===== src/hw/rtl/gss_pkg.sv =====
// ----------------------------------------------------------------------------
// gss_pkg
// Shared constants, codes, types and the kernel weight table of the star
// splatting core.
// ----------------------------------------------------------------------------
`default_nettype none

package gss_pkg;

   // accumulator memory geometry
   localparam int unsigned MEM_COLS = 256;
   localparam int unsigned MEM_ROWS = 256;
   localparam int unsigned COL_W    = $clog2(MEM_COLS);
   localparam int unsigned ROW_W    = $clog2(MEM_ROWS);
   localparam int unsigned ADDR_W   = COL_W + ROW_W;

   // field widths
   localparam int unsigned DIM_W      = 9;
   localparam int unsigned POSIN_W    = 32;
   localparam int unsigned ORIGIN_W   = 33;
   localparam int unsigned SCALE_W    = 36;
   localparam int unsigned FLUX_W     = 16;
   localparam int unsigned WGT_W      = 15;
   localparam int unsigned ACC_W      = 32;
   localparam int unsigned CNT_W      = 24;
   localparam int unsigned COORD_W    = 22;
   localparam int unsigned POS_W      = 24;
   localparam int unsigned COORD_LIMIT = 1 << 20;

   localparam logic [CNT_W-1:0] COUNT_MAX = '1;

   // stream payload widths
   localparam int unsigned REQ_DATA_W = 112;
   localparam int unsigned RSP_DATA_W = 144;
   localparam int unsigned CSR_IDX_W  = 3;
   localparam int unsigned CSR_DATA_W = 36;

   // register indexes
   localparam logic [CSR_IDX_W-1:0] CSR_IMAGE_WIDTH  = 3'd0;
   localparam logic [CSR_IDX_W-1:0] CSR_IMAGE_HEIGHT = 3'd1;
   localparam logic [CSR_IDX_W-1:0] CSR_X_ORIGIN     = 3'd2;
   localparam logic [CSR_IDX_W-1:0] CSR_Y_ORIGIN     = 3'd3;
   localparam logic [CSR_IDX_W-1:0] CSR_X_SCALE      = 3'd4;
   localparam logic [CSR_IDX_W-1:0] CSR_Y_SCALE      = 3'd5;
   localparam logic [CSR_IDX_W-1:0] CSR_GREEN_MEAN   = 3'd6;

   // item kinds
   localparam logic KIND_ADD  = 1'b0;
   localparam logic KIND_READ = 1'b1;

   // tap position limits
   localparam logic [2:0] TAP_LAST = 3'd4;
   localparam logic [2:0] TAP_MID  = 3'd2;

   typedef enum logic [3:0] {
      ST_IDLE,
      ST_PROJ_X,
      ST_WAIT_X,
      ST_WAIT_Y,
      ST_TEST,
      ST_TAPS,
      ST_DRAIN,
      ST_READ,
      ST_RDWAIT,
      ST_DONE
   } core_state_type;

   // one access to the accumulator memory
   typedef struct packed {
      logic              valid;
      logic              add;
      logic [ADDR_W-1:0] addr;
      logic [ACC_W-1:0]  red;
      logic [ACC_W-1:0]  green;
      logic [ACC_W-1:0]  blue;
   } acc_cmd_type;

   // 5x5 Gaussian weights, Q0.16, indexed by tap row and column 0..4
   function automatic logic [WGT_W-1:0] kern_weight(input logic [2:0] ty,
                                                    input logic [2:0] tx);
      logic [1:0]       ay;
      logic [1:0]       ax;
      logic [WGT_W-1:0] wt;
      ay = (ty >= TAP_MID) ? 2'(ty - TAP_MID) : 2'(TAP_MID - ty);
      ax = (tx >= TAP_MID) ? 2'(tx - TAP_MID) : 2'(TAP_MID - tx);
      case ({ay, ax})
         4'b0000:          wt = 15'd20862;
         4'b0001, 4'b0100: wt = 15'd7675;
         4'b0101:          wt = 15'd2823;
         4'b0010, 4'b1000: wt = 15'd382;
         4'b0110, 4'b1001: wt = 15'd141;
         4'b1010:          wt = 15'd7;
         default:          wt = '0;
      endcase
      return wt;
   endfunction

endpackage

`default_nettype wire


===== src/hw/rtl/gss_proj.sv =====
// ----------------------------------------------------------------------------
// gss_proj
// Projection unit: floor((pos - origin) * scale / 2^40), saturated to
// +-2^20; the low product, the high terms and the rounded result are registered in turn, with one 32x32 multiplier.
// ----------------------------------------------------------------------------
`default_nettype none

module gss_proj import gss_pkg::*; (
   input  logic                      clock,
   input  logic                      reset,
   input  logic                      start,
   input  logic [POSIN_W-1:0]        pos,
   input  logic [ORIGIN_W-1:0]       origin,
   input  logic [SCALE_W-1:0]        scale,
   output logic                      busy,
   output logic signed [COORD_W-1:0] coord
);

   logic                      busy_ff, busy_in;
   logic [1:0]                step_ff, step_in;
   logic                      neg_ff, neg_in;
   logic [ORIGIN_W-1:0]       mag_ff, mag_in;
   logic [SCALE_W-1:0]        scale_ff, scale_in;
   logic [68:0]               prod_ff, prod_in;
   logic signed [COORD_W-1:0] coord_ff, coord_in;

   logic [ORIGIN_W:0]  diff;
   logic [63:0]        lo_prod;
   logic [35:0]        mid_prod;
   logic [68:0]        hi_term;
   logic [28:0]        quo;
   logic               frac;
   logic [20:0]        quo_sat;
   logic [COORD_W-1:0] neg_val;

   // signed difference and its magnitude
   assign diff = {2'b00, pos} - {origin[ORIGIN_W-1], origin};

   assign lo_prod  = 64'(mag_ff[31:0]) * 64'(scale_ff[31:0]);
   assign mid_prod = 36'(mag_ff[31:0]) * 36'(scale_ff[35:32]);
   assign hi_term  = {1'b0, mid_prod, 32'b0}
                   + (mag_ff[32] ? {1'b0, scale_ff, 32'b0} : 69'b0);

   // rounding toward minus infinity and saturation
   assign quo     = prod_ff[68:40];
   assign frac    = |prod_ff[39:0];
   assign quo_sat = (quo > 29'(COORD_LIMIT)) ? 21'(COORD_LIMIT) : quo[20:0];
   assign neg_val = (quo_sat == 21'(COORD_LIMIT)) ? -(COORD_W'(quo_sat))
                  : -(COORD_W'(quo_sat)) - COORD_W'(frac);

   always_comb begin
      busy_in  = busy_ff;
      step_in  = step_ff;
      neg_in   = neg_ff;
      mag_in   = mag_ff;
      scale_in = scale_ff;
      prod_in  = prod_ff;
      coord_in = coord_ff;
      if (start) begin
         busy_in  = 1'b1;
         step_in  = 2'd1;
         neg_in   = diff[ORIGIN_W];
         mag_in   = diff[ORIGIN_W] ? ORIGIN_W'(-diff) : diff[ORIGIN_W-1:0];
         scale_in = scale;
      end else if (busy_ff) begin
         case (step_ff)
            2'd1: begin
               prod_in = {5'b0, lo_prod};
               step_in = 2'd2;
            end
            2'd2: begin
               prod_in = prod_ff + hi_term;
               step_in = 2'd3;
            end
            default: begin
               coord_in = neg_ff ? signed'(neg_val) : signed'(COORD_W'(quo_sat));
               busy_in  = 1'b0;
               step_in  = 2'd0;
            end
         endcase
      end
   end

   always_ff @(posedge clock) begin
      if (reset) begin
         busy_ff <= 1'b0;
         step_ff <= 2'd0;
      end else begin
         busy_ff <= busy_in;
         step_ff <= step_in;
      end
      neg_ff   <= neg_in;
      mag_ff   <= mag_in;
      scale_ff <= scale_in;
      prod_ff  <= prod_in;
      coord_ff <= coord_in;
   end

   assign busy  = busy_ff;
   assign coord = coord_ff;

endmodule

`default_nettype wire


===== config.mk =====
export PLATFORM = sky130hd
export DESIGN_NAME = gss_proj
export DESIGN_NICKNAME = d
export VERILOG_FILES = /design/src/hw/rtl/gss_pkg.sv /design/src/hw/rtl/gss_proj.sv
export SDC_FILE = /design/constraint.sdc
export NUM_CORES = 2
export LEC_CHECK = 0
export ABC_AREA = 1
export BUFFER_PORTS_ARGS = -buffer_cell sky130_fd_sc_hd__buf_2
export CAP_MARGIN = 10
export CORE_ASPECT_RATIO = 0.7
export CORE_MARGIN = 1.5
export CORE_UTILIZATION = 50
export CTS_CLUSTER_DIAMETER = 100
export CTS_CLUSTER_SIZE = 10
export DETAILED_ROUTE_END_ITERATION = 7
export GPL_TIMING_DRIVEN = 0
export MAX_ROUTING_LAYER = met4
export PLACE_DENSITY = 0.68
export SYNTH_ARGS = -nofsm -noshare
export SYNTH_HDL_FRONTEND = slang
export SYNTH_SLANG_ARGS = --single-unit

===== constraint.sdc =====
create_clock -name clock -period 7.8 [get_ports clock]
set_input_delay 2.34 -clock clock [delete_from_list [all_inputs] [get_ports clock]]
set_output_delay 2.34 -clock clock [all_outputs]
set_load 0.02 [all_outputs]

# Word level (Yosys, flattened, before mapping)
# Cells that the tools add are included.
word_totals:
  register_bits: 164
  input_bits: 104
  word_cells: 42
classes:
  n_addsub: 6
  multipliers: 2
  magnitude_cmp: 1
  n_eq_ne: 3
  n_mux: 12
  bitwise: 2
  reduce_logical: 7
op_table:
  columns: ["cell", "n"]
  rows:
  - ["69-bit one-hot mux with 2 select lines", 1]
  - ["68-bit by 68-bit adder with 69-bit output", 1]
  - ["69-bit adder", 1]
  - ["68-bit two-way mux", 1]
  - ["32-bit by 32-bit multiplier with 64-bit output", 1]
  - ["21-bit two-way mux", 2]
  - ["40-bit OR reduction", 1]
  - ["32-bit by 4-bit multiplier with 36-bit output", 1]
  - ["33-bit by 33-bit subtractor with 34-bit output", 1]
  - ["33-bit two-way mux", 1]
  - ["33-bit negation", 1]
  - ["29-bit by 21-bit greater-than comparator with 1-bit output (second input constant)", 1]
  - ["22-bit two-way mux", 1]
  - ["21-bit negation with 22-bit output", 1]
  - ["22-bit by 1-bit subtractor with 22-bit output", 1]
  - ["21-bit equality test (second input constant)", 1]
  - ["3-bit AND reduction", 2]
  - ["1-bit two-way mux", 5]
  - ["2-bit one-hot mux with 2 select lines", 1]
  - ["2-bit nonzero test", 2]
  - ["2-bit OR reduction", 2]
  - ["2-bit by 1-bit equality test with 1-bit output (second input constant)", 1]
  - ["2-bit equality test (second input constant)", 1]
  - ["1-bit inverter", 2]

# Longest topological paths before layout
depth:
  ltp_word: 6
  depth_mapped: 36
  mapped_depth_nobuf: 34

# Worst setup path before layout
# OpenSTA, ideal clock, no wires.
synth_path:
  path_kind: "reg2reg"
  from: "register mag_ff[12]"
  to: "register prod_ff[32], data pin"
  setup_ns: 0.269
  arrival_time_ns: 6.685
  t_required_ns: 7.531
  slack_ns: 0.846
  stages_incl_launch_ff: 30
  n_path_buf: 2
  synth_period_minus_slack_ns: 6.954
  cell_sequence: "edfxtp_1 clkbuf_1 clkbuf_1 nand2_1 inv_1 fa_1 fa_1 fa_1 inv_1 fa_1 inv_1 fa_1 inv_1 fa_1 inv_1 fa_1 inv_1 fa_1 inv_1 ha_1 nand2_1 nor2_1 inv_1 nor2_1 inv_1 o21ai_0 a21oi_1 or2_2 nand3_1 o21ai_0"
synth_via:
  elab_chain_len: 2
synth_lines:
  columns: ["item", "line_no", "rtl"]
  rows:
  - ["start: declaration", "gss_proj.sv:22", "logic [ORIGIN_W-1:0] mag_ff, mag_in;"]
  - ["start signal: assignment", "gss_proj.sv:93", "mag_ff <= mag_in;"]
  - ["32-bit by 32-bit multiplier with 64-bit output", "gss_proj.sv:39", "assign lo_prod = 64'(mag_ff[31:0]) * 64'(scale_ff[31:0]);"]
  - ["69-bit one-hot mux with 2 select lines", "gss_proj.sv:66", "case (step_ff)"]
  - ["end signal: assignment", "gss_proj.sv:95", "prod_ff <= prod_in;"]
  - ["end: declaration", "gss_proj.sv:24", "logic [68:0] prod_ff, prod_in;"]
# No other way between the ends.
# A chain may end at the register's enable or synchronous reset.

# Worst setup path in the final report
layout_path:
  from: "register mag_ff[18]"
  to: "register prod_ff[55], data pin"
layout_via:
  elab_chain_len: 4
  elab_cells_between_ends: 5
layout_lines:
  columns: ["item", "line_no", "rtl"]
  rows:
  - ["32-bit by 4-bit multiplier with 36-bit output", "gss_proj.sv:40", "assign mid_prod = 36'(mag_ff[31:0]) * 36'(scale_ff[35:32]);"]
  - ["68-bit by 68-bit adder with 69-bit output", "gss_proj.sv:42", "+ (mag_ff[32] ? {1'b0, scale_ff, 32'b0} : 69'b0);"]
  - ["69-bit adder", "gss_proj.sv:72", "prod_in = prod_ff + hi_term;"]
  - ["69-bit one-hot mux with 2 select lines (*)", "gss_proj.sv:66", null]
# Mark *: on every way between the ends. The rest lies on a longest branch, timed or not.

==> flow_summary.ini <==
[outcome]
run_status = completed

[drt]
via_per_inst = 5.55
drc_errors = 0
wl_met3_um = 37000
routed_wirelength_um = 221000
wl_per_cell_um = 25.8
met2WireLength_um = 82400
drt_iter0_markers = 6142
drt_first_pass_iters = 7
met1_length_um = 93500
num_vias = 47592
highest_layer = met4
final_antenna_net_count = 0

[grt]
grtUsageTotal_pct = 43.6
grt_overflow = 0
grt_start_max_net_pins = 48
antenna_found_initial = 9
grt_pass1_vias = 45726
grt_pass1_wl_um = 317000

[yosys]
yosys.area_share.simple_pct = 18.2
yosys_most_used_dff = edfxtp_1
async_flop_share_pct = 0
synth_seq_cells = 164
syn-num-nets = 8407
synth_top_area_share_pct = 38.2
avgSynthCellArea_um2 = 7.51
synthTopCellsByArea = fa_1, inv_1, nand2_1
synth_compound_area_share_pct = 6.38
yosysTopAreaCell = fa_1
synth_xor_area_share_pct = 1.88
postSynthCellCount = 6934
syn_area_um2 = 52000
synth-seq-area-share_pct = 9.40
ys_warn_count = 0
ys_types = 57
synthAdderAreaFrac_pct = 47.2
synth_edf_count = 161
synth_top_family_by_area = adder cells
synthMuxAreaShare_pct = 0

[final_layout]
register_area_um2 = 4890
fillCellCount = 9771
final_common_cell = inv_1
syn2layout_area_growth_pct = 12.4
drive_above_1_share_pct = 10.7
fin_nets = 8675
final_cell_mix = inv_1, nand2_1, fa_1
final_cells = 8577
multi_input_comb_area_um2 = 39200

[critical_path]
end_kind = flip-flop
r2r-start = mag_ff[18]
r2r_setup_slack_ns = 0.11
timing.rr.end = prod_ff[55]
reg2reg_depth = 28
cp_slowest_cell = fa_2
crit_type = reg -> reg
crit_path_start_kind = flip-flop
max_stage_delay_ns = 0.62
cp_data_arrival_time_ns = 7.97
cp_common_cell = fa_1
worstPathRequired_ns = 8.09
crit_fanout = 10

[clock_network]
root_buffer = clkbuf_16
cts_sinks = 164
htreeDepth = 4
clkTransAtPathRegs_ns = 0.08
cts_tree = built
clockBufferDepth = 2
clock_latency_ns = 0.56
ctsHoldBuffers = 0
cts_buffers = 17

[worst_hold_path]
min_to = step_ff[1]
hp-start = step_ff[1]
whs_path_depth = 4
hp-class = reg -> reg

[timing]
finalSetupViolCount = 0
maxSlewViolCount = 0
min_period_ns = 7.69
fin_crit_sh_pct = 98.5
fmax_mhz = 130
worstMarginPinSlew_ns = 1.08
clock_skew_ns = 0.0389
hold_viol_final = 0
maxSlewHeadroom_pct = 27.9
rsz0062_at_grt = true

[die]
die-area_um2 = 106000
die_w_um = 389
core-area_um2 = 103000
fp-row-count = 98
die-height_um = 273
start_util_pct = 50.7
ios = 127

[job]
max_cap_viol_count = 0

[placement]
portBuffers = 126
placedCellCount = 8434
gp_congestion = 1.07
dp_hpwl_um = 181000
## layer usage
metal	vias up	GRT usage, %
met5	-	-
met4	0	14.5
met2	3103	54.1
li1	20684	-
met1	23384	61.5
met3	421	19.8
## metrics by stage
| stage | util, % | instance area (um2) | hold WS (ns) | TNS [ns] | setup WS [ns] |
|---|---|---|---|---|---|
| after floorplan | - | 52000 | 0.510 | 0 | 0.846 |
| after global placement | 53.0 | 54400 | 0.527 | -81.95 | -2.24 |
| after detailed placement | 53.4 | 54800 | 0.534 | -60.13 | -1.86 |
| after CTS | 55.9 | 57400 | 0.548 | 0 | 0.000668 |
| after global routing | 57.0 | 58500 | 0.586 | -0.195 | -0.0485 |
| final | 57.0 | 58500 | 0.554 | 0 | 0.113 |
## worst max-delay path by stage
stage | startpoint | end | cells past startpoint
finish | mag_ff[18] | prod_ff[55] | 28
floorplan | mag_ff[12] | prod_ff[32] | 29
detailed placement | mag_ff[7] | prod_ff[54] | 29
global placement | mag_ff[14] | prod_ff[52] | 29
CTS | scale_ff[3] | prod_ff[54] | 30
global route | scale_ff[3] | prod_ff[55] | 31
## logic make-up after synthesis
kind of cell    count (synthesis)
buf+inv                      2332
flops                         164
xor+xnor                      111
fa+ha+maj                    1369
compound gates                586
simple gates                 2372
## flip-flops by register name (all words and copies together), names as in the netlist
register,cells
step_ff,2
neg_ff,1
mag_ff,33
scale_ff,36
prod_ff,69
busy,1
coord,22
## area by class of cell
cell class	count	share of cell area (%)
Antenna cell	12	0.0513
Buffer	231	3.16
Clock buffer	18	0.733
Clock inverter	14	0.252
Inverter	2031	13.0
Multi-Input combinational cell	4438	67.0
Sequential cell	164	8.36
Tap cell	1350	2.89
Timing Repair Buffer	319	4.50
## worst max-delay path: cells and delay by family (launching register included)
family / cells / cell delay [ns]
compound gates: 9 / 1.22
fa+ha+maj: 9 / 4.47
buf+inv: 9 / 1.12
flops: 1 / 0.52
simple gates: 1 / 0.07
## synthesized netlist by cell type, drive strengths merged (6+ instances only)
| library cell | instances |
|---|---|
| nor4 | 19 |
| nand4 | 37 |
| nor3 | 29 |
| a21o | 28 |
| nand3b | 10 |
| buf | 23 |
| nand3 | 132 |
| o21a | 11 |
| clkbuf | 278 |
| o21bai | 21 |
| and3 | 6 |
| inv | 2029 |
| ha | 375 |
| a31oi | 43 |
| edfxtp | 161 |
| xor2 | 71 |
| a21boi | 14 |
| o211ai | 7 |
| fa | 994 |
| a21oi | 226 |
| nor2 | 323 |
| o31ai | 10 |
| o21ai | 207 |
| nand2 | 1809 |
| xnor2 | 40 |
## what timing repair did
action / CTS / global route
buffers inserted: 134 / 36
setup endpoints to repair: 53 / 36
pin swaps: 7 / 83
gates resized for setup: 391 / 352
hold endpoints to repair: 0 / 0
Power is not shown: default switching activity piles up to over one toggle a cycle in this logic, so the estimate is an artifact.
