$ cat config.mk
export PLATFORM = sky130hd
export DESIGN_NAME = gss_sqrt
export DESIGN_NICKNAME = d
export VERILOG_FILES = /design/src/hw/rtl/gss_pkg.sv /design/src/hw/rtl/gss_sqrt.sv
export SDC_FILE = /design/constraint.sdc
export NUM_CORES = 1
export LEC_CHECK = 0
export BUFFER_PORTS_ARGS = -buffer_cell sky130_fd_sc_hd__buf_4
export CAP_MARGIN = 40
export CORE_UTILIZATION = 33
export CTS_BUF_LIST = sky130_fd_sc_hd__clkbuf_8
export DETAILED_ROUTE_END_ITERATION = 6
export PLACE_DENSITY_LB_ADDON = 0.15
export SLEW_MARGIN = 20
export SYNTH_ARGS = -nofsm -noshare
export SYNTH_HDL_FRONTEND = slang
export SYNTH_SLANG_ARGS = --single-unit
$ cat constraint.sdc
create_clock -name clock -period 8.85 [get_ports clock]
set_input_delay 0.885 -clock clock [delete_from_list [all_inputs] [get_ports clock]]
set_output_delay 0.885 -clock clock [all_outputs]
set_load 0.01 [all_outputs]
$ cat src/hw/rtl/gss_pkg.sv
// ----------------------------------------------------------------------------
// gss_pkg
// Shared constants, codes, types and the kernel weight table of the star
// splatting core.
// ----------------------------------------------------------------------------
`default_nettype none

package gss_pkg;

   // accumulator memory geometry
   localparam int unsigned MEM_COLS = 256;
   localparam int unsigned MEM_ROWS = 256;
   localparam int unsigned COL_W    = $clog2(MEM_COLS);
   localparam int unsigned ROW_W    = $clog2(MEM_ROWS);
   localparam int unsigned ADDR_W   = COL_W + ROW_W;

   // field widths
   localparam int unsigned DIM_W      = 9;
   localparam int unsigned POSIN_W    = 32;
   localparam int unsigned ORIGIN_W   = 33;
   localparam int unsigned SCALE_W    = 36;
   localparam int unsigned FLUX_W     = 16;
   localparam int unsigned WGT_W      = 15;
   localparam int unsigned ACC_W      = 32;
   localparam int unsigned CNT_W      = 24;
   localparam int unsigned COORD_W    = 22;
   localparam int unsigned POS_W      = 24;
   localparam int unsigned COORD_LIMIT = 1 << 20;

   localparam logic [CNT_W-1:0] COUNT_MAX = '1;

   // stream payload widths
   localparam int unsigned REQ_DATA_W = 112;
   localparam int unsigned RSP_DATA_W = 144;
   localparam int unsigned CSR_IDX_W  = 3;
   localparam int unsigned CSR_DATA_W = 36;

   // register indexes
   localparam logic [CSR_IDX_W-1:0] CSR_IMAGE_WIDTH  = 3'd0;
   localparam logic [CSR_IDX_W-1:0] CSR_IMAGE_HEIGHT = 3'd1;
   localparam logic [CSR_IDX_W-1:0] CSR_X_ORIGIN     = 3'd2;
   localparam logic [CSR_IDX_W-1:0] CSR_Y_ORIGIN     = 3'd3;
   localparam logic [CSR_IDX_W-1:0] CSR_X_SCALE      = 3'd4;
   localparam logic [CSR_IDX_W-1:0] CSR_Y_SCALE      = 3'd5;
   localparam logic [CSR_IDX_W-1:0] CSR_GREEN_MEAN   = 3'd6;

   // item kinds
   localparam logic KIND_ADD  = 1'b0;
   localparam logic KIND_READ = 1'b1;

   // tap position limits
   localparam logic [2:0] TAP_LAST = 3'd4;
   localparam logic [2:0] TAP_MID  = 3'd2;

   typedef enum logic [3:0] {
      ST_IDLE,
      ST_PROJ_X,
      ST_WAIT_X,
      ST_WAIT_Y,
      ST_TEST,
      ST_TAPS,
      ST_DRAIN,
      ST_READ,
      ST_RDWAIT,
      ST_DONE
   } core_state_type;

   // one access to the accumulator memory
   typedef struct packed {
      logic              valid;
      logic              add;
      logic [ADDR_W-1:0] addr;
      logic [ACC_W-1:0]  red;
      logic [ACC_W-1:0]  green;
      logic [ACC_W-1:0]  blue;
   } acc_cmd_type;

   // 5x5 Gaussian weights, Q0.16, indexed by tap row and column 0..4
   function automatic logic [WGT_W-1:0] kern_weight(input logic [2:0] ty,
                                                    input logic [2:0] tx);
      logic [1:0]       ay;
      logic [1:0]       ax;
      logic [WGT_W-1:0] wt;
      ay = (ty >= TAP_MID) ? 2'(ty - TAP_MID) : 2'(TAP_MID - ty);
      ax = (tx >= TAP_MID) ? 2'(tx - TAP_MID) : 2'(TAP_MID - tx);
      case ({ay, ax})
         4'b0000:          wt = 15'd20862;
         4'b0001, 4'b0100: wt = 15'd7675;
         4'b0101:          wt = 15'd2823;
         4'b0010, 4'b1000: wt = 15'd382;
         4'b0110, 4'b1001: wt = 15'd141;
         4'b1010:          wt = 15'd7;
         default:          wt = '0;
      endcase
      return wt;
   endfunction

endpackage

`default_nettype wire

$ cat src/hw/rtl/gss_sqrt.sv
// ----------------------------------------------------------------------------
// gss_sqrt
// Geometric mean of red and blue flux: floor(sqrt(red*blue)), one result
// bit per cycle.
// ----------------------------------------------------------------------------
`default_nettype none

module gss_sqrt import gss_pkg::*; (
   input  logic              clock,
   input  logic              reset,
   input  logic              start,
   input  logic [FLUX_W-1:0] red,
   input  logic [FLUX_W-1:0] blue,
   output logic              busy,
   output logic [FLUX_W-1:0] root
);

   logic        busy_ff, busy_in;
   logic [3:0]  cnt_ff, cnt_in;
   logic [31:0] rem_ff, rem_in;
   logic [31:0] res_ff, res_in;

   logic [31:0] bit_val;
   logic [31:0] trial;

   assign bit_val = 32'h4000_0000 >> {cnt_ff, 1'b0};
   assign trial   = res_ff + bit_val;

   // restoring square root, two radicand bits per step
   always_comb begin
      busy_in = busy_ff;
      cnt_in  = cnt_ff;
      rem_in  = rem_ff;
      res_in  = res_ff;
      if (start) begin
         busy_in = 1'b1;
         cnt_in  = 4'd0;
         rem_in  = 32'(red) * 32'(blue);
         res_in  = '0;
      end else if (busy_ff) begin
         if (rem_ff >= trial) begin
            rem_in = rem_ff - trial;
            res_in = (res_ff >> 1) + bit_val;
         end else begin
            res_in = res_ff >> 1;
         end
         cnt_in = cnt_ff + 4'd1;
         if (cnt_ff == 4'hF) begin
            busy_in = 1'b0;
         end
      end
   end

   always_ff @(posedge clock) begin
      if (reset) begin
         busy_ff <= 1'b0;
         cnt_ff  <= 4'd0;
      end else begin
         busy_ff <= busy_in;
         cnt_ff  <= cnt_in;
      end
      rem_ff <= rem_in;
      res_ff <= res_in;
   end

   assign busy = busy_ff;
   assign root = res_ff[FLUX_W-1:0];

endmodule

`default_nettype wire

After elaboration in Yosys (flattened, before gate mapping)
Cells that the tools add are included.
{"block": "totals", "out_inout_bits": 17, "regBits": 69, "word_cells": 23}
{"block": "classes", "n_eq_ne": 1, "n_reduce_logical": 4, "n_shift": 1, "n_addsub": 4, "mul": 1, "n_mux": 7, "n_lt_le_gt_ge": 1}
{"cell": "32-bit 2-to-1 mux", "count": 4}
{"cell": "31-bit by 32-bit adder with 32-bit output", "count": 1}
{"cell": "32-bit adder", "count": 1}
{"cell": "32-bit greater-or-equal comparator", "count": 1}
{"cell": "16-bit by 16-bit multiplier with 32-bit output", "count": 1}
{"cell": "31-bit by 5-bit >> shifter with 32-bit output (first input constant)", "count": 1}
{"cell": "32-bit subtractor", "count": 1}
{"cell": "4-bit by 1-bit adder with 4-bit output (second input constant)", "count": 1}
{"cell": "4-bit equality test (second input constant)", "count": 1}
{"cell": "2-bit nonzero test", "count": 2}
{"cell": "1-bit 2-to-1 mux", "count": 3}
{"cell": "2-bit AND reduction", "count": 1}
{"cell": "2-bit OR reduction", "count": 1}

Depth between registers and ports, before layout
Gate-level depths: netlist (run 1).
{"block": "logic_depth", "word_depth": 6, "depth_mapped": 26, "ltp_nobuf": 24}

Worst setup path after synthesis (run 1)
Ideal clock, no wire load.
{"block": "synth_timing", "path_kind": "in2reg", "from": "in blue[1]", "to": "reg rem_ff[30], data pin", "arrival_time_ns": 6.413, "path_slack_ns": 2.165, "cell_stages": 21, "t_required_ns": 8.578, "cell_sequence": "clkbuf_1 > nand2_1 > fa_1 > fa_1 > fa_1 > fa_1 > inv_1 > fa_1 > inv_1 > fa_1 > inv_1 > ha_1 > a21oi_1 > o21ai_0 > a2111oi_2 > nor2_1 > a311oi_1 > o41ai_1 > o41ai_1 > xor2_1 > mux2i_1"}
{"block": "synth_between", "elab_chain_len": 2}
{"item": "from (decl)", "line": "gss_sqrt.sv:13", "text": "input logic [FLUX_W-1:0] blue,"}
{"item": "16-bit by 16-bit multiplier with 32-bit output", "line": "gss_sqrt.sv:38", "text": "rem_in = 32'(red) * 32'(blue);"}
{"item": "32-bit 2-to-1 mux", "line": "gss_sqrt.sv:35", "text": "if (start) begin"}
{"item": "via rem_in[30]", "line": "gss_sqrt.sv:20", "text": "logic [31:0] rem_ff, rem_in;"}
{"item": "to (signal assigned)", "line": "gss_sqrt.sv:62", "text": "rem_ff <= rem_in;"}
{"item": "to (decl)", "line": "gss_sqrt.sv:20"}
The timed path passes the listed nets, and every way through them passes these cells.
A chain may end at the register's enable or synchronous reset.

Worst setup path after layout (run 1)
{"block": "layout_timing", "from": "in blue[4]", "to": "reg rem_ff[30], data pin"}
The elaborated chain is that of the path after synthesis.

==> run_results.csv, run 1 <==
group,metric,value,unit
timing,setup_tns,0,ns
floorplan,pin_count,52,
cts,htreeDepth,3,
global_route,antenna_found_initial,0,
critical_path,cpMaxStageDelayCell,"fa_1",
floorplan,core_area,44400,um^2
critical_path,path_delay_family,"adder cells",
timing,slew_headroom,56.4,%
critical_path,crit_path_max_fanout,16,
cts,cts_tree,"built",
synthesis,synth.avg_cell_area,8.53,um^2
cells_and_area,fin_nets,2150,
synthesis,synth_top_area_share,26.1,%
critical_path,crit_buf_inv,5,
min_path,holdCritPathClass,"reg2reg",
global_route,gr-total-overflow,0,
timing,finalSetupViolations,0,
place,dp_hpwl,30.0,mm
cts,numCtsBuffers,9,
critical_path,cp_data_required_time,8.97,ns
synthesis,syn_inst,1752,
synthesis,async_reset_ff_share,0,%
cts,cts.path.max_buffers,2,
synthesis,synth_most_common_cell,"inv_1",
cts,clock-root-buffer,"clkbuf_8",
synthesis,synth_common_cells,"inv_1, nand2_1, fa_1, ha_1, and2_1",
routing,routed_wl,37.9,mm
power,ir_drop,0.267,mV
timing,max_freq,148,MHz
routing,routed_via_density,4.90,
routing,drc,0,
timing,fin_crit_sh,76.2,%
synthesis,ys_types,68,
cells_and_area,drive_above_1_share,5.89,%
timing,finalMaxSlewViolations,0,
critical_path,path_cells,"buf_4, and2_1, fa_1, inv_1, fa_1, fa_1, fa_1, inv_1, fa_1, inv_1, fa_1, inv_1, ha_1, a21oi_1, o21ai_0, o32ai_1, nor2_1, a311oi_1, o41ai_1, o41ai_1, xor2_1, mux2i_1",
timing,period_minus_slack,6.74,ns
outcome,outcome,"finished clean",
cells_and_area,area_growth,7.02,%
synthesis,synth_edf_count,32,
floorplan,rows,77,
floorplan,die_w,215,um
routing,ant_nets,0,
global_route,grt_pass1_vias,12000,
routing,drtIter0Drc,706,
cells_and_area,n_antenna_cell,0,
critical_path,worstSetupPathType,"in2reg",
timing,fin_skew,0.00836,ns
synthesis,syn_area,14900,um^2
timing,hold_viol,0,
critical_path,end_kind,"flop",
critical_path,max_stage_delay,0.55,ns
routing,avgRoutedWirePerCell,16.2,um
power,power,0.00611,W
global_route,grt_max_degree,71,
place,gp_congestion,0.872,
critical_path,startpoint_type,"primary input",
synthesis,synth_flop_cell,"dfxtp_1",
cts,ctsResizeCount,0,
critical_path,cp.arrival,6.86,ns
cts,clk_pin_slew,0.08,ns
floorplan,fp.dieH,215,um
power,power_leakage,7.41,nW
global_route,grt_pass1_wl,63.6,mm
synthesis,yosysSeqAreaShare,11.4,%
cts,clkSinkCount,69,
synthesis,netlist_top_cells_area,"fa_1, ha_1, edfxtp_1",
synthesis,yosysTopAreaCell,"fa_1",
timing,rsz0062_at_grt,"no",
global_route,track_usage,17.0,%
routing,vias,11500,
cts,postCtsSetupBuffers,0,
floorplan,die_area,46100,um^2
synthesis,ys_warn_count,0,
power,p_per_area,382,nW/um^2
synthesis,synth_seq_cells,69,
place,port_buffers,51,
synthesis,synth_nets,2158,
floorplan,start_util,33.6,%
cts,clk_latency,0.37,ns
cts,cts-hold-fix-buffers,0,
routing,drt-pass1-iter-count,5,
critical_path,cp_common_cell,"fa_1",
timing,worst_pin_slew,0.637,ns
run,max_cap_violations,0,
-- area by class of cell --
type / count / area [um^2]
clock buffers: 9 / 124
flip-flops and latches: 69 / 1700
inverters: 247 / 927
multi-input cells: 1358 / 11900
repair buffers: 59 / 475
well taps: 592 / 741
clock inverters: 7 / 80.1
fillers: 4641 / 28400
-- placed cells by master (no fill, tap or decap), types with 7 or more instances in the layout --
cell type	synthesis	final
nor3_1	8	8
edfxtp_1	32	32
ha_1	176	176
buf_4	16	57
clkbuf_8	0	9
or3_1	14	14
xnor2_1	47	47
a311oi_1	12	12
a21oi_1	77	77
nor2b_1	14	14
a21o_1	27	27
o21ai_0	75	75
xor2_1	51	51
mux2i_1	21	21
nor2_1	113	113
inv_1	245	245
nand2_1	209	209
o21a_1	8	8
o221a_2	7	7
dfxtp_1	37	36
nand3_1	21	21
and2_1	128	128
nand4_1	7	7
a211oi_1	11	11
and3_1	13	13
a31oi_1	31	31
o21bai_1	9	9
fa_1	195	195
-- flip-flops by register name (all words and copies together) (netlist names) --
| register | count |
|---|---|
| busy | 1 |
| res_ff | 32 |
| cnt_ff | 4 |
| rem_ff | 32 |
-- stage by stage --
stage / hold WS [ns] / worst slack [ns] / util [%] / std cells / cell area (um^2)
after floorplan: 0.479 / 2.16 / - / 1752 / 14900
after detailed placement: 0.524 / 1.62 / 35.5 / 2324 / 15800
after global placement: 0.517 / 1.77 / 35.4 / 2323 / 15700
final: 0.532 / 2.11 / 36.0 / 2341 / 16000
after global routing: 0.559 / 1.67 / 36.0 / 2341 / 16000
after CTS: 0.537 / 2.02 / 35.9 / 2340 / 16000
-- per-layer routing --
layer / up-vias / GRT usage (%) / routed length (um)
met5: - / 0 / 0
met4: 0 / 3.57 / 474
met3: 29 / 1.09 / 972
met2: 190 / 27.1 / 16800
met1: 5499 / 25.1 / 19700
li1: 5763 / - / -
-- cell families (layout without fill, tap and decap cells) --
group	count (synthesis)	after routing	synth area share, %
simple gates	547	547	17.4
fa+ha+maj	371	371	40.9
buf+inv	325	322	8.70
compound gates	315	315	14.0
xor+xnor	98	98	5.75
flops	69	69	11.4
mux	27	27	1.86
-- path summary, 6_finish.rpt --
kind	start	to	slack, ns	cells after the start
setup / recovery	blue[4]	rem_ff[30]$_DFFE_PP_	2.11	22
hold / removal	res_ff[0]$_SDFFE_PP0P_	res_ff[0]$_SDFFE_PP0P_	0.53	2
setup reg to reg	cnt_ff[0]$_SDFFE_PP0P_	res_ff[22]$_SDFFE_PP0P_	2.49	24
hold reg to reg	res_ff[0]$_SDFFE_PP0P_	res_ff[0]$_SDFFE_PP0P_	0.53	2
-- power by group --
part / leakage, nW / switching (W) / internal (W)
clock network: 0.103 / 0.000134 / 0.000155
logic: 6.68 / 0.00298 / 0.00223
registers: 0.621 / 0.0000679 / 0.000547
total: 7.41 / 0.00318 / 0.00293
-- worst min-delay path, stage by stage, from the launching register on --
cell      delay (ns)
dfxtp_1         0.34
nor2_1          0.10
a211oi_1        0.05
Power figures use the tool's default switching activity.
==> run 2: changes to the inputs <==
--- a/config.mk
+++ b/config.mk
@@ -5,6 +5,7 @@
 export SDC_FILE = /design/constraint.sdc
 export NUM_CORES = 1
 export LEC_CHECK = 0
+export ABC_AREA = 1
 export BUFFER_PORTS_ARGS = -buffer_cell sky130_fd_sc_hd__buf_4
 export CAP_MARGIN = 40
 export CORE_UTILIZATION = 33
==> constraint.sdc (replaced) <==
create_clock -name clock -period 6.1 [get_ports clock]
set_input_delay 0.61 -clock clock [delete_from_list [all_inputs] [get_ports clock]]
set_output_delay 0.61 -clock clock [all_outputs]
set_load 0.01 [all_outputs]
==> run_results.csv, run 2 <==
group,metric,value,unit
critical_path,crit_end,"rem_ff[27]$_DFFE_PP_",
timing,fin_crit_sh,93.8,%
synthesis,ys_types,49,
floorplan,rows,84,
global_route,grt_pass1_wl,92.9,mm
critical_path,ff2ff_path_depth,20,
power,ir_drop,0.404,mV
routing,drc,1,
critical_path,cp.arrival,5.97,ns
critical_path,r2r-start,"cnt_ff[3]$_SDFFE_PP0P_",
synthesis,synth_nets,3093,
critical_path,crit_start,"red[7]",
critical_path,cp_data_required_time,6.35,ns
global_route,grt_max_degree,46,
critical_path,path_delay_family,"adder cells",
synthesis,synth_seq_cells,69,
critical_path,startpoint_type,"primary input",
timing,worst_pin_slew,0.795,ns
cells_and_area,reg.largest.list,"rem_ff (32), res_ff (32), cnt_ff (4)",
timing,period_minus_slack,5.72,ns
cells_and_area,layout_commonest_cell,"nand2_1",
min_path,holdCritPathClass,"in2reg",
place,gp_congestion,0.967,
cts,clock-root-buffer,"clkbuf_8",
floorplan,die_area,54000,um^2
critical_path,worstReg2RegEnd,"res_ff[22]$_SDFFE_PP0P_",
critical_path,crit_buf_inv,7,
outcome,outcome,"finished with violations",
synthesis,synth.avg_cell_area,6.52,um^2
synthesis,synth_most_common_cell,"nand2_1",
cts,clkSinkCount,69,
cells_and_area,fin_nets,3084,
synthesis,ys_warn_count,0,
power,power_leakage,10.1,nW
global_route,antenna_found_initial,0,
synthesis,syn_inst,2687,
routing,vias,16800,
run,max_cap_violations,0,
timing,rsz0062_at_grt,"no",
critical_path,path_cells,"buf_4, buf_4, nand2_1, fa_1, inv_1, fa_1, fa_1, fa_1, fa_1, inv_1, fa_1, inv_1, ha_1, buf_4, nand2_1, nor2_1, inv_1, nor3_1, nand4_1, nand3_1, xor2_1, nand2_1, nand2_1",
critical_path,max_stage_delay,0.56,ns
cells_and_area,final_cell_mix,"nand2_1, inv_1, fa_1",
floorplan,fp.dieH,232,um
critical_path,worst-path-stages,23,
routing,drtIter0Drc,1303,
synthesis,synth_edf_count,32,
timing,max_freq,175,MHz
critical_path,regToRegSetupSlack,0.57,ns
routing,routed_wl,56.9,mm
synthesis,yosysSeqAreaShare,9.71,%
outcome,violations,"DRC",
global_route,grt_pass1_vias,16900,
cts,postCtsSetupBuffers,0,
place,place_inst,3355,
place,dp_hpwl,47.4,mm
global_route,track_usage,22.0,%
cts,clk_latency,0.38,ns
cells_and_area,drive_above_1_share,5.00,%
synthesis,synth_top_area_share,22.3,%
synthesis,synth_common_cells,"nand2_1, inv_1, fa_1, ha_1, nor2_1",
timing,slew_headroom,46.5,%
cts,htreeDepth,3,
cells_and_area,fin_area,18800,um^2
critical_path,worstSetupPathType,"in2reg",
cts,numCtsBuffers,9,
synthesis,syn_area,17500,um^2
timing,hold_viol,0,
synthesis,netlist_top_cells_area,"fa_1, nand2_1, ha_1",
routing,drt-pass1-iter-count,7,
critical_path,cpMaxStageDelayCell,"fa_1",
place,port_buffers,51,
place,dpl_cell_area,18600,um^2
routing,routed_via_density,4.97,
routing,avgRoutedWirePerCell,16.9,um
floorplan,die_w,232,um
power,p_per_area,603,nW/um^2
cts,clk_pin_slew,0.08,ns
global_route,gr-total-overflow,0,
timing,finalSetupViolations,0,
timing,fin_skew,0.0110,ns
synthesis,yosysTopAreaCell,"fa_1",
floorplan,core_area,52600,um^2
cells_and_area,fin_cells,3370,
critical_path,crit_path_max_fanout,9,
floorplan,pin_count,52,
critical_path,cp_common_cell,"fa_1",
routing,ant_nets,0,
synthesis,synth_flop_cell,"dfxtp_1",
cells_and_area,area_growth,7.21,%
timing,finalMaxSlewViolations,0,
synthesis,async_reset_ff_share,0,%
critical_path,end_kind,"flop",
cells_and_area,n_antenna_cell,0,
cts,cts_tree,"built",
cts,cts.path.max_buffers,2,
floorplan,start_util,33.3,%
run 2: changes by cell type after synthesis, sizes merged, moves of 27 or more:
cell	previous run	this run
xnor2	47	20
a31oi	31	2
nand3	21	147
a21oi	78	153
o21ai	79	116
clkbuf	55	82
and2	129	8
inv	245	552
nor3	8	36
nor2	113	181
nand2	209	810
run 2: report_power, final:
part | internal, W | total (W) | switching [W]
clock | 0.000218 | 0.000422 | 0.000204
sequential | 0.000804 | 0.00103 | 0.000224
combinational | 0.00358 | 0.00987 | 0.00629
total | 0.00460 | 0.0113 | 0.00672
run 2: worst min-delay path by stage:
| stage | startpoint | endpoint | cells past startpoint |
|---|---|---|---|
| after floorplan | res_ff[0]$_SDFFE_PP0P_ | res_ff[0]$_SDFFE_PP0P_ | 2 |
| after global placement | res_ff[0]$_SDFFE_PP0P_ | res_ff[0]$_SDFFE_PP0P_ | 2 |
| after detailed placement | res_ff[0]$_SDFFE_PP0P_ | res_ff[0]$_SDFFE_PP0P_ | 2 |
| after global routing | reset | cnt_ff[3]$_SDFFE_PP0P_ | 2 |
| final | reset | cnt_ff[3]$_SDFFE_PP0P_ | 2 |
| after CTS | reset | cnt_ff[3]$_SDFFE_PP0P_ | 2 |
run 2: metrics by stage:
stage | TNS [ns] | setup slack, ns | util [%] | total power, W | hold slack [ns]
2_1_floorplan | 0 | 0.339 | - | 0.00767 | 0.463
3_3_place_gp | 0 | 0.0328 | 35.4 | 0.0109 | 0.490
3_5_place_dp | -0.0239 | -0.0239 | 35.4 | 0.0108 | 0.492
4_1_cts | 0 | 0.383 | 35.7 | 0.0113 | 0.409
5_1_grt | 0 | 0.153 | 35.7 | 0.0127 | 0.424
6_report | 0 | 0.377 | 35.7 | 0.0113 | 0.433
run 2: area by class of cell:
type,count,area [um^2]
clock buffers,12,165
inverters,553,2080
fillers,5769,33800
well taps,688,861
multi-input cells,1946,13200
repair buffers,99,756
flip-flops and latches,69,1700
clock inverters,3,37.5
run 2: cells by family after synthesis:
logic type / synth area share (%)
flip-flops: 9.71
AO/OA/AOI/OAI: 9.35
adder cells (fa/ha/maj): 34.9
AND/OR/NAND/NOR: 28.7
buffers and inverters: 15.0
XOR/XNOR: 2.35
run 2: routing by layer:
| layer | up-vias | wire (um) | GRT usage (%) |
|---|---|---|---|
| met5 | - | 0 | 0 |
| met4 | 0 | 698 | 3.66 |
| met3 | 42 | 3690 | 2.86 |
| met2 | 505 | 24900 | 34.5 |
| met1 | 8018 | 27600 | 32.2 |
| li1 | 8187 | - | - |
run 2: repair_timing:
| item | in CTS | in global routing |
|---|---|---|
| hold buffers | 0 | 0 |
| gates resized for setup | 0 | 1 |
| setup endpoints to repair | 0 | 1 |
==> run 3: changes to the inputs <==
--- a/config.mk
+++ b/config.mk
@@ -11,7 +11,7 @@
 export CORE_UTILIZATION = 33
 export CTS_BUF_LIST = sky130_fd_sc_hd__clkbuf_8
 export DETAILED_ROUTE_END_ITERATION = 6
-export PLACE_DENSITY_LB_ADDON = 0.15
+export PLACE_DENSITY_LB_ADDON = 0.08
 export SLEW_MARGIN = 20
 export SYNTH_ARGS = -nofsm -noshare
 export SYNTH_HDL_FRONTEND = slang
==> run_results.csv, run 3 (same netlist as run 2, synthesis figures left out) <==
group,metric,value,unit
outcome,outcome,"finished with violations",
outcome,violations,"DRC",
cells_and_area,fill_cells,5906,
critical_path,regToRegSetupSlack,0.82,ns
power,p_per_area,611,nW/um^2
timing,worst_pin_slew,0.711,ns
global_route,grt_max_degree,45,
timing,holdWs,0.382,ns
timing,fin_ws,0.309,ns
floorplan,fp.dieH,232,um
cells_and_area,reg.largest.list,"rem_ff (32), res_ff (32), cnt_ff (4)",
min_path,whs_endpoint,"busy$_SDFF_PP0_",
timing,rsz0062_at_grt,"no",
critical_path,cp.arrival,5.93,ns
cts,postCtsSetupBuffers,0,
global_route,grtUsageMet1,34.5,%
power,power_leakage,10.0,nW
place,pre_cts_ws,0.0179,ns
cells_and_area,drive_above_1_share,4.75,%
cts,clk_pin_slew,0.09,ns
critical_path,crit_buf_inv,7,
cells_and_area,final_cell_mix,"nand2_1, inv_1, fa_1",
global_route,met2_usage,34.8,%
timing,fin_crit_sh,94.9,%
timing,finalSetupViolations,0,
critical_path,startpoint_type,"primary input",
cts,clkSinkCount,69,
floorplan,start_util,33.3,%
global_route,track_usage,22.5,%
routing,drc,1,
critical_path,end_kind,"flop",
min_path,hold_path_startpoint,"reset",
cells_and_area,fin_nets,3077,
place,port_buffers,51,
critical_path,path_delay_family,"adder cells",
power,power,0.0115,W
critical_path,max_stage_delay,0.54,ns
timing,fin_skew,0.0219,ns
critical_path,cpMaxStageDelayCell,"fa_1",
critical_path,crit_path_max_fanout,13,
routing,routed_wl,58.5,mm
place,dpl_cell_area,18600,um^2
cts,numCtsBuffers,9,
routing,drt-pass1-iter-count,7,
run,max_cap_violations,0,
routing,avgRoutedWirePerCell,17.4,um
critical_path,ff2ff_path_depth,24,
global_route,grt_util_met3,2.43,%
timing,period_minus_slack,5.79,ns
min_path,whs_path_depth,2,
timing,slew_headroom,52.2,%
critical_path,r2r-start,"cnt_ff[3]$_SDFFE_PP0P_",
cells_and_area,area_growth,6.90,%
routing,ant_nets,0,
cts,cts.path.max_buffers,2,
cells_and_area,multiInputGateArea,13200,um^2
routing,drtIter0Drc,1274,
floorplan,die_w,232,um
timing,max_freq,173,MHz
cells_and_area,n_antenna_cell,0,
cts,cts-hold-fix-buffers,0,
min_path,holdCritPathClass,"in2reg",
floorplan,die_area,54000,um^2
global_route,gr-total-overflow,0,
place,gp_congestion,0.905,
cells_and_area,register_area,1700,um^2
critical_path,cp_data_required_time,6.24,ns
routing,vias,16500,
timing,setup_tns,0,ns
floorplan,core_area,52600,um^2
timing,hold_viol,0,
global_route,antenna_found_initial,0,
cts,clock-root-buffer,"clkbuf_8",
cts,ctsResizeCount,0,
global_route,grt_pass1_vias,16700,
cts,clk_latency,0.41,ns
floorplan,rows,84,
cts,cts_tree,"built",
place,dp_hpwl,49.0,mm
power,ir_drop,0.542,mV
cts,htreeDepth,3,
routing,routed_via_density,4.92,
cells_and_area,fin_area,18700,um^2
critical_path,worstSetupPathType,"in2reg",
timing,finalMaxSlewViolations,0,
critical_path,path_cells,"buf_4, nand2_1, fa_1, inv_1, fa_1, inv_1, fa_1, inv_1, fa_1, fa_1, inv_1, fa_1, inv_1, ha_1, nand2_1, inv_1, nand2_1, nor2_1, nand4_1, nand3_1, a21oi_1, o21ai_0, o21ai_0",
global_route,busiest_layer,"met2",
cells_and_area,layout_commonest_cell,"nand2_1",
floorplan,pin_count,52,
critical_path,worstReg2RegEnd,"res_ff[27]$_SDFFE_PP0P_",
global_route,grt_pass1_wl,94.5,mm
-- run 3: cell type report --
class | count | share of cell area, %
inverter | 553 | 11.1
multi-input combinational | 1946 | 70.4
clock buffer | 9 | 0.661
clock inverter | 7 | 0.194
timing repair buffer | 92 | 3.97
sequential | 69 | 9.09
tap | 688 | 4.60
-- run 3: where the power goes --
part | internal (W) | switching (W) | total [W]
sequential | 0.000804 | 0.000225 | 0.00103
combinational | 0.00361 | 0.00645 | 0.0101
clock | 0.000142 | 0.000217 | 0.000358
total | 0.00455 | 0.00690 | 0.0115
-- run 3: stage by stage --
| stage | util [%] | instances |
|---|---|---|
| after global routing | 35.6 | 3364 |
| after floorplan | - | 2687 |
| after global placement | 35.2 | 3346 |
| after detailed placement | 35.3 | 3348 |
| after CTS | 35.6 | 3364 |
| final | 35.6 | 3364 |
-- run 3: worst max path at each step --
stage	start	endpoint	slack [ns]	cells after the start
global placement	blue[7]	rem_ff[22]$_DFFE_PP_	-0.06	23
global route	red[10]	rem_ff[29]$_DFFE_PP_	0.1	21
detailed placement	red[10]	rem_ff[29]$_DFFE_PP_	0.02	21
finish	blue[7]	rem_ff[22]$_DFFE_PP_	0.31	23
floorplan	red[7]	rem_ff[19]$_DFFE_PP_	0.34	23
CTS	blue[7]	rem_ff[22]$_DFFE_PP_	0.45	23
-- run 3: worst register-to-register path: stages (launching register included) --
cell	delay, ns
dfxtp_1	0.62
inv_1	0.16
nor3_1	0.34
ha_1	0.36
nand2_1	0.25
o21ai_0	0.15
a22oi_1	0.18
nand2_1	0.18
nand2_1	0.18
nand2_1	0.11
a21oi_1	0.18
inv_1	0.06
nand2_1	0.05
nand2_1	0.07
ha_1	0.35
nand2_1	0.11
nor2_1	0.24
nand2_1	0.15
nor2_2	0.20
nand2_4	0.25
nand2_4	0.13
buf_4	0.36
nand3_1	0.23
nand2_1	0.14
a21oi_1	0.07
-- run 3: per-layer routing --
layer	vias to the layer above	part of all wire (%)
li1	8186	-
met1	7938	52
met2	393	43
met3	27	4.5
met4	0	0.77
met5	-	0
